**src/design/piecewise_linear_time_table_macros.svh**
```systemverilog
// assertion helpers used by the design file piecewise_linear_time_table.sv
`ifndef PIECEWISE_LINEAR_TIME_TABLE_MACROS_SVH
`define PIECEWISE_LINEAR_TIME_TABLE_MACROS_SVH

// plain invariant, checked at every edge outside reset
`define PTLT_ASSERT(lbl, prop, msg) \
  lbl: assert property (@(posedge clk_i) disable iff (!rst_ni) (prop)) else $error(msg);

// same-cycle implication
`define PTLT_ASSERT_IMPL(lbl, ante, cons, msg) \
  lbl: assert property (@(posedge clk_i) disable iff (!rst_ni) (ante) |-> (cons)) \
    else $error(msg);

// next-cycle implication
`define PTLT_ASSERT_NEXT(lbl, ante, cons, msg) \
  lbl: assert property (@(posedge clk_i) disable iff (!rst_ni) (ante) |=> (cons)) \
    else $error(msg);

`endif

```
**src/design/ptlt_muldiv.sv**
```systemverilog
module ptlt_muldiv #(
  parameter int unsigned TIME_BITS  = 32,
  parameter int unsigned VALUE_BITS = 32
) (
  input  logic                  clk_i,
  input  logic                  rst_ni,
  input  logic                  start_i,
  input  logic [TIME_BITS-1:0]  a_i,
  input  logic [TIME_BITS-1:0]  d_i,
  input  logic [VALUE_BITS-1:0] b_i,
  output logic                  done_o,
  output logic [VALUE_BITS-1:0] q_o
);

  localparam int unsigned NW = $clog2(VALUE_BITS + 1);

  logic                  busy_q, busy_d;
  logic                  phase_q, phase_d;
  logic [NW-1:0]         cnt_q, cnt_d;
  logic                  done_q, done_d;
  logic [TIME_BITS-1:0]  a_q, a_d;
  logic [TIME_BITS-1:0]  d_q, d_d;
  logic [VALUE_BITS-1:0] b_q, b_d;
  logic [TIME_BITS:0]    r_q, r_d;
  logic [VALUE_BITS-1:0] q_q, q_d;

  logic [TIME_BITS:0]    x;
  logic                  ge;
  logic [VALUE_BITS-1:0] qbase;

  // floor(a*b/d) with a < d: per multiplier bit, a doubling step then an add step,
  // each followed by one conditional subtract of d
  always_comb begin
    if (phase_q) begin
      x     = r_q + (b_q[VALUE_BITS-1] ? {1'b0, a_q} : '0);
      qbase = q_q;
    end else begin
      x     = {r_q[TIME_BITS-1:0], 1'b0};
      qbase = {q_q[VALUE_BITS-2:0], 1'b0};
    end
    ge = (x >= {1'b0, d_q});
  end

  always_comb begin
    busy_d  = busy_q;
    phase_d = phase_q;
    cnt_d   = cnt_q;
    done_d  = 1'b0;
    a_d     = a_q;
    d_d     = d_q;
    b_d     = b_q;
    r_d     = r_q;
    q_d     = q_q;
    if (start_i) begin
      busy_d  = 1'b1;
      phase_d = 1'b0;
      cnt_d   = '0;
      a_d     = a_i;
      d_d     = d_i;
      b_d     = b_i;
      r_d     = '0;
      q_d     = '0;
    end else if (busy_q) begin
      r_d     = ge ? (x - {1'b0, d_q}) : x;
      q_d     = qbase + VALUE_BITS'(ge);
      phase_d = ~phase_q;
      if (phase_q) begin
        b_d   = {b_q[VALUE_BITS-2:0], 1'b0};
        cnt_d = cnt_q + NW'(1);
        if (cnt_q == NW'(VALUE_BITS - 1)) begin
          busy_d = 1'b0;
          done_d = 1'b1;
        end
      end
    end
  end

  always_ff @(posedge clk_i or negedge rst_ni) begin
    if (!rst_ni) begin
      busy_q  <= 1'b0;
      phase_q <= 1'b0;
      cnt_q   <= '0;
      done_q  <= 1'b0;
    end else begin
      busy_q  <= busy_d;
      phase_q <= phase_d;
      cnt_q   <= cnt_d;
      done_q  <= done_d;
    end
  end

  always_ff @(posedge clk_i) begin
    a_q <= a_d;
    d_q <= d_d;
    b_q <= b_d;
    r_q <= r_d;
    q_q <= q_d;
  end

  assign done_o = done_q;
  assign q_o    = q_q;

endmodule

```
**config.mk**
```make
export PLATFORM = sky130hd
export DESIGN_NAME = ptlt_muldiv
export DESIGN_NICKNAME = d
export VERILOG_FILES = /design/src/design/piecewise_linear_time_table_macros.svh /design/src/design/ptlt_muldiv.sv
export SDC_FILE = /design/constraint.sdc
export NUM_CORES = 1
export LEC_CHECK = 0
export ABC_AREA = 1
export ABC_CLOCK_PERIOD_IN_PS = 5800
export BUFFER_PORTS_ARGS = -buffer_cell sky130_fd_sc_hd__buf_4
export CAP_MARGIN = 25
export CORE_ASPECT_RATIO = 0.6
export CORE_UTILIZATION = 45
export DETAILED_ROUTE_END_ITERATION = 8
export PLACE_DENSITY = 0.73
export SETUP_SLACK_MARGIN = 0.3
export SYNTH_ARGS = -nofsm -noshare
export SYNTH_HDL_FRONTEND = slang
export SYNTH_SLANG_ARGS = --single-unit
```
**constraint.sdc**
```tcl
create_clock -name clk_i -period 5.8 [get_ports clk_i]
set_input_delay 0.58 -clock clk_i [delete_from_list [all_inputs] [get_ports clk_i]]
set_output_delay 0.58 -clock clk_i [all_outputs]
set_load 0.02 [all_outputs]
```
==> results of run 1 <==
-- power by group --
| part | switching [uW] | internal [uW] |
|---|---|---|
| sequential | 150 | 1470 |
| combinational | 1980 | 1110 |
| clock | 513 | 704 |
| total | 2650 | 3280 |
-- synth_stat cells, types with 6 or more instances --
cell type / instances
ha_1: 68
clkbuf_1: 30
inv_1: 382
dfxtp_1: 65
dfrtp_1: 9
xor2_1: 30
nor3_1: 17
o21ai_1: 20
nor2_1: 121
o21bai_1: 9
a21o_1: 8
xnor2_1: 26
nand3_1: 116
nand2_2: 6
and2_1: 8
a21oi_1: 73
nor2_2: 9
o21ai_0: 55
or2_2: 22
o21ai_2: 14
buf_2: 9
nand4_1: 59
nand2_1: 688
edfxtp_1: 96
-- timing repair --
item | in CTS | in global routing
hold endpoints to repair | 9 | 0
hold buffers | 1 | 0
setup buffers | 0 | 7
gates resized for setup | 10 | 78
endpoints found under the setup margin | 11 | 25
pin swaps | 0 | 8
cloned | 0 | 0
-- path summary, 6_finish.rpt --
path / from / slack, ps / to
max: b_q[31] / 490 / q_o[30]
min: d_i[4] / 290 / d_q[4]
max reg2reg: b_q[31] / 490 / q_o[30]
min reg2reg: r_q[26] / 480 / r_q[26]
max in group asynchronous: rst_ni / 5160 / phase_q
min in group asynchronous: rst_ni / 490 / cnt_q[0]
-- layer usage --
layer | global-route usage | vias up | share of wire
li1 | - | 6537 | -
met1 | 0.422 | 5911 | 0.51
met2 | 0.340 | 498 | 0.38
met3 | 0.0590 | 39 | 0.096
met4 | 0.0579 | 0 | 0.012
met5 | 0 | - | 0
-- area by class of cell --
cell class	count	area (sq um)
Timing Repair Buffer	163	1250
Sequential cell	170	4410
Clock inverter	10	140
Fill cell	2843	13100
Multi-Input combinational cell	1389	7450
Clock buffer	22	465
Inverter	387	1450
Tap cell	375	469
-- kinds of logic after synthesis --
| logic type | count (synthesis) |
|---|---|
| adder cells (fa/ha/maj) | 70 |
| AO/OA/AOI/OAI | 201 |
| buffers and inverters | 438 |
| flip-flops | 170 |
| XOR/XNOR | 56 |
| AND/OR/NAND/NOR | 1062 |
-- per-stage QoR --
step	hold WS (ps)	instance area, sq um	total power (uW)
after detailed placement	413	14600	4480
after global placement	409	14600	4460
after global routing	275	15600	6350
after CTS	271	15200	5720
final	290	15600	5930
after floorplan	284	13200	3680
-- critical path, delay by kind of cell, from the launching register on --
family	cells	cell delay, ps
fa+ha+maj	4	1090
xor+xnor	1	80
flops	1	410
simple gates	22	2820
compound gates	1	120
buf+inv	7	680
-- sequential cells by signal, indices dropped and copies added, names as in the netlist --
name	cells
cnt_q	6
phase_q	1
r_q	33
busy_q	1
b_q	32
done_o	1
q_o	32
d_q	32
a_q	32
==> flow_metrics.tcl, run 1 <==
set metrics [dict create \
    outcome "finished clean" \
    place_congestion 0.972 \
    layout_commonest_cell "nand2_1" \
    max-cap-violations 0 \
    antenna_cells 0 \
    rows 48 \
    syn-num-nets 2166 \
    cp.required_ps 6150 \
    dieArea_sq_um 30100 \
    synthCells 1997 \
    antenna_found_initial 0 \
    ios 132 \
    setup_tns_ps 0 \
    tightestPinTransition_ps 958 \
    synth_top_family_by_area "simple AND/OR/NAND/NOR gates" \
    yosys.area_share.simple 0.344 \
    slew_headroom 0.355 \
    syn_to_final_growth_pct 18.5 \
    cts-root-buf "clkbuf_16" \
    final_cell_mix "672 x nand2_1, 382 x inv_1, 160 x buf_4, 109 x nand3_1, 100 x nor2_1" \
    routed_wl_um 39100 \
    yosysSeqAreaShare 0.334 \
    grt_pass1_wl_um 61000 \
    hold_path_class "in -> reg" \
    yosysTopAreaCell "edfxtp_1" \
    synthArstFlopShare 0.0529 \
    die_y_um 135 \
    setup_viol 0 \
    rsz0062_at_grt "yes" \
    tritoncts "yes" \
    fin_util 0.544 \
    wire_per_inst_um 15.5 \
    clk_latency_ps 460 \
    avgSynthCellArea_sq_um 6.61 \
    synth_fa_ha_area_frac 0.0675 \
    synth_area_leaders "edfxtp_1 22%, nand2_1 20%, inv_1 11%" \
    layout-drive-gt1-share 0.154 \
    start_util 0.459 \
    drv_slew 0 \
    fin_cells 2516 \
    startpoint_type "flip-flop" \
    crit_top_cell "nand2_1" \
    peakVddDrop_uv 218 \
    hpwl_um 30200 \
    path_max_fanout 32 \
    slowest_stage "edfxtp_1" \
    grt_overflow 0 \
    worst_path_largest_cell_delay_ps 410 \
    htree_num_levels 4 \
    synth_mux_area_frac 0 \
    grt_max_degree 65 \
    hold_viol 0 \
    cts_inserted_buffers 17 \
    via_per_inst 5.16 \
    ys_types 46 \
    crit_path_end_kind "flip-flop" \
    fin_crit_ps 5310 \
    synth_xor_area_frac 0.0371 \
    ys_warn_count 0 \
    syn_area_sq_um 13200 \
    track_usage 0.262 \
    via_count 13000 \
    ys_seq_elements 170 \
    p_leak_uw 0.00820 \
    ant_nets 0 \
    portBuffers 131 \
    skew_ps 13.5 \
    place_ws_ps 127 \
    synth_flop_cell "edfxtp_1" \
    arrival_ps 5670 \
    fin_crit_sh 0.916 \
    core_area_sq_um 28800 \
    dp_cells 2475 \
    cts.sink_count 170 \
    max_freq_mhz 188 \
    r2r_cells 35 \
    holdPathStages 1 \
    p_per_area_nw_per_um2 379 \
    synth-compound-area-share 0.0869 \
    die_w_um 223 \
    drtIter0Drc 1277 \
    clk_pin_slew_worst_paths_ps 70 \
    path_class "reg -> reg" \
    synth_edf_count 96 \
    cts_buffer_depth 2 \
    fin_nets 2297 \
    drtPass1Iterations 6 \
    synth_top_area_share 0.218 \
    drc 0 \
    first_global_vias 11400 \
    fin_ws_ps 487 \
]
Power figures use the tool's default switching activity.
==> run 2, diff against run 1 <==
--- a/config.mk
+++ b/config.mk
@@ -6,13 +6,13 @@
 export NUM_CORES = 1
 export LEC_CHECK = 0
 export ABC_AREA = 1
-export ABC_CLOCK_PERIOD_IN_PS = 5800
+export ABC_CLOCK_PERIOD_IN_PS = 5200
 export BUFFER_PORTS_ARGS = -buffer_cell sky130_fd_sc_hd__buf_4
 export CAP_MARGIN = 25
 export CORE_ASPECT_RATIO = 0.6
 export CORE_UTILIZATION = 45
 export DETAILED_ROUTE_END_ITERATION = 8
-export PLACE_DENSITY = 0.73
+export PLACE_DENSITY_LB_ADDON = 0.1
 export SETUP_SLACK_MARGIN = 0.3
 export SYNTH_ARGS = -nofsm -noshare
 export SYNTH_HDL_FRONTEND = slang
==> constraint.sdc (replaced) <==
create_clock -name clk_i -period 5.2 [get_ports clk_i]
set_input_delay 0.52 -clock clk_i [delete_from_list [all_inputs] [get_ports clk_i]]
set_output_delay 0.52 -clock clk_i [all_outputs]
set_load 0.02 [all_outputs]
==> flow_metrics.tcl, run 2 (synthesis gave the netlist of run 1 again) <==
set metrics [dict create \
    placed_area_sq_um 15400 \
    peakVddDrop_uv 259 \
    setup_viol 0 \
    path_class "reg -> reg" \
    portBuffers 131 \
    tightestPinTransition_ps 1010 \
    antenna_found_initial 0 \
    crit_top_cell "nand2_4" \
    start_util 0.459 \
    fin_crit_sh 0.954 \
    use_met2 0.373 \
    holdWs_ps 232 \
    via_count 13700 \
    place_congestion 1.02 \
    hold_viol 0 \
    syn_to_final_growth_pct 38.4 \
    layout-drive-gt1-share 0.329 \
    core_area_sq_um 28800 \
    cp.required_ps 5560 \
    startpoint_type "flip-flop" \
    final_cell_mix "555 x nand2_1, 335 x inv_1, 299 x buf_4, 104 x nand2_2, 96 x edfxtp_1" \
    grt_busiest_layer "met1" \
    hp-start "d_i[0]" \
    crit_path_end_kind "flip-flop" \
    die_y_um 135 \
    cts_inserted_buffers 17 \
    max_freq_mhz 202 \
    wire_per_inst_um 16.2 \
    grt_pass1_wl_um 65400 \
    fin_cells 2669 \
    drtIter0Drc 1170 \
    track_usage 0.281 \
    dp_cells 2582 \
    rows 48 \
    drc 0 \
    dieArea_sq_um 30100 \
    first_global_vias 12300 \
    final_area_sq_um 18300 \
    tritoncts "yes" \
    met1_usage 0.438 \
    fin_nets 2450 \
    cts_buffer_depth 2 \
    grt_overflow 0 \
    cts-root-buf "clkbuf_16" \
    layout_commonest_cell "nand2_1" \
    clk_pin_slew_worst_paths_ps 70 \
    grt_max_degree 76 \
    fin_crit_ps 4960 \
    ant_nets 0 \
    hpwl_um 31900 \
    hold_path_class "in -> reg" \
    path_max_fanout 7 \
    p_leak_uw 0.00928 \
    slowest_stage "edfxtp_1" \
    r2r_start "b_q[31]" \
    slew_headroom 0.324 \
    drtPass1Iterations 5 \
    antenna_cells 0 \
    p_per_area_nw_per_um2 426 \
    ios 132 \
    die_w_um 223 \
    totalPowerFinal_uw 7790 \
    gr-usage-met3 0.0792 \
    routed_wl_um 43200 \
    crit_start "b_q[31]" \
    fin_ws_ps 237 \
    cts.sink_count 170 \
    largest_register_ffs 33 \
    outcome "finished clean" \
    skew_ps 8.88 \
    place_ws_ps -204 \
    rsz0062_at_grt "yes" \
    clk_latency_ps 460 \
    drv_slew 0 \
    htree_num_levels 4 \
    via_per_inst 5.12 \
    worst_path_largest_cell_delay_ps 380 \
    arrival_ps 5320 \
    max-cap-violations 0 \
    top_register "r_q" \
]
-- run 2: cell count changes in the layout (fill, tap and decap cells not counted), moves of 41 or more --
cell	previous run	this run
nand2_2	22	104
inv_1	382	335
buf_4	160	299
nand2_1	672	555
inv_2	3	49
ha_1	51	10
ha_4	10	55
-- run 2: worst paths after layout --
kind	depth (start not counted)	slack [ps]	to
setup reg to reg	38	240	q_o[13]
setup / recovery	38	240	q_o[13]
hold / removal	1	230	d_q[0]
hold reg to reg	2	490	r_q[28]
min in group asynchronous	2	450	cnt_q[3]
max in group asynchronous	2	4590	phase_q
-- run 2: stage by stage --
step	TNS, ps	utilization
after floorplan	0	-
after global placement	-1120	0.535
after detailed placement	-1680	0.535
after CTS	0	0.598
after global routing	0	0.635
final	0	0.635
-- run 2: final cells by class --
class	instances	area (sq um)
Fill cell	2565	10500
Inverter	387	1460
Multi-Input combinational cell	1389	8870
Clock buffer	17	425
Timing Repair Buffer	316	2500
Tap cell	375	469
Clock inverter	15	135
Sequential cell	170	4410
-- run 2: metal layers --
metal  vias to the layer above  wire (um)
li1                       6857          -
met1                      6325      21900
met2                       462      16800
met3                        34       4030
met4                         0        471
met5                         -          0
-- run 2: where the power goes --
group | internal, uW | switching [uW]
Sequential | 1640 | 216
Clock | 628 | 628
Combinational | 2000 | 2680
-- run 2: critical path, delay by kind of cell (launching register included) --
kind	cells	cell delay, ps
compound gates	1	140
buf+inv	12	1280
xor+xnor	1	150
flops	1	380
simple gates	21	2130
fa+ha+maj	3	740
-- run 2: repair_timing --
item                                   4_1_cts  5_1_grt
setup endpoints to repair                   27       30
resized for setup                          214      228
hold buffers                                 1        0
pin swaps                                   83      147
cloned                                       2        1
setup buffers                               23       27
endpoints found under the hold margin        9        0
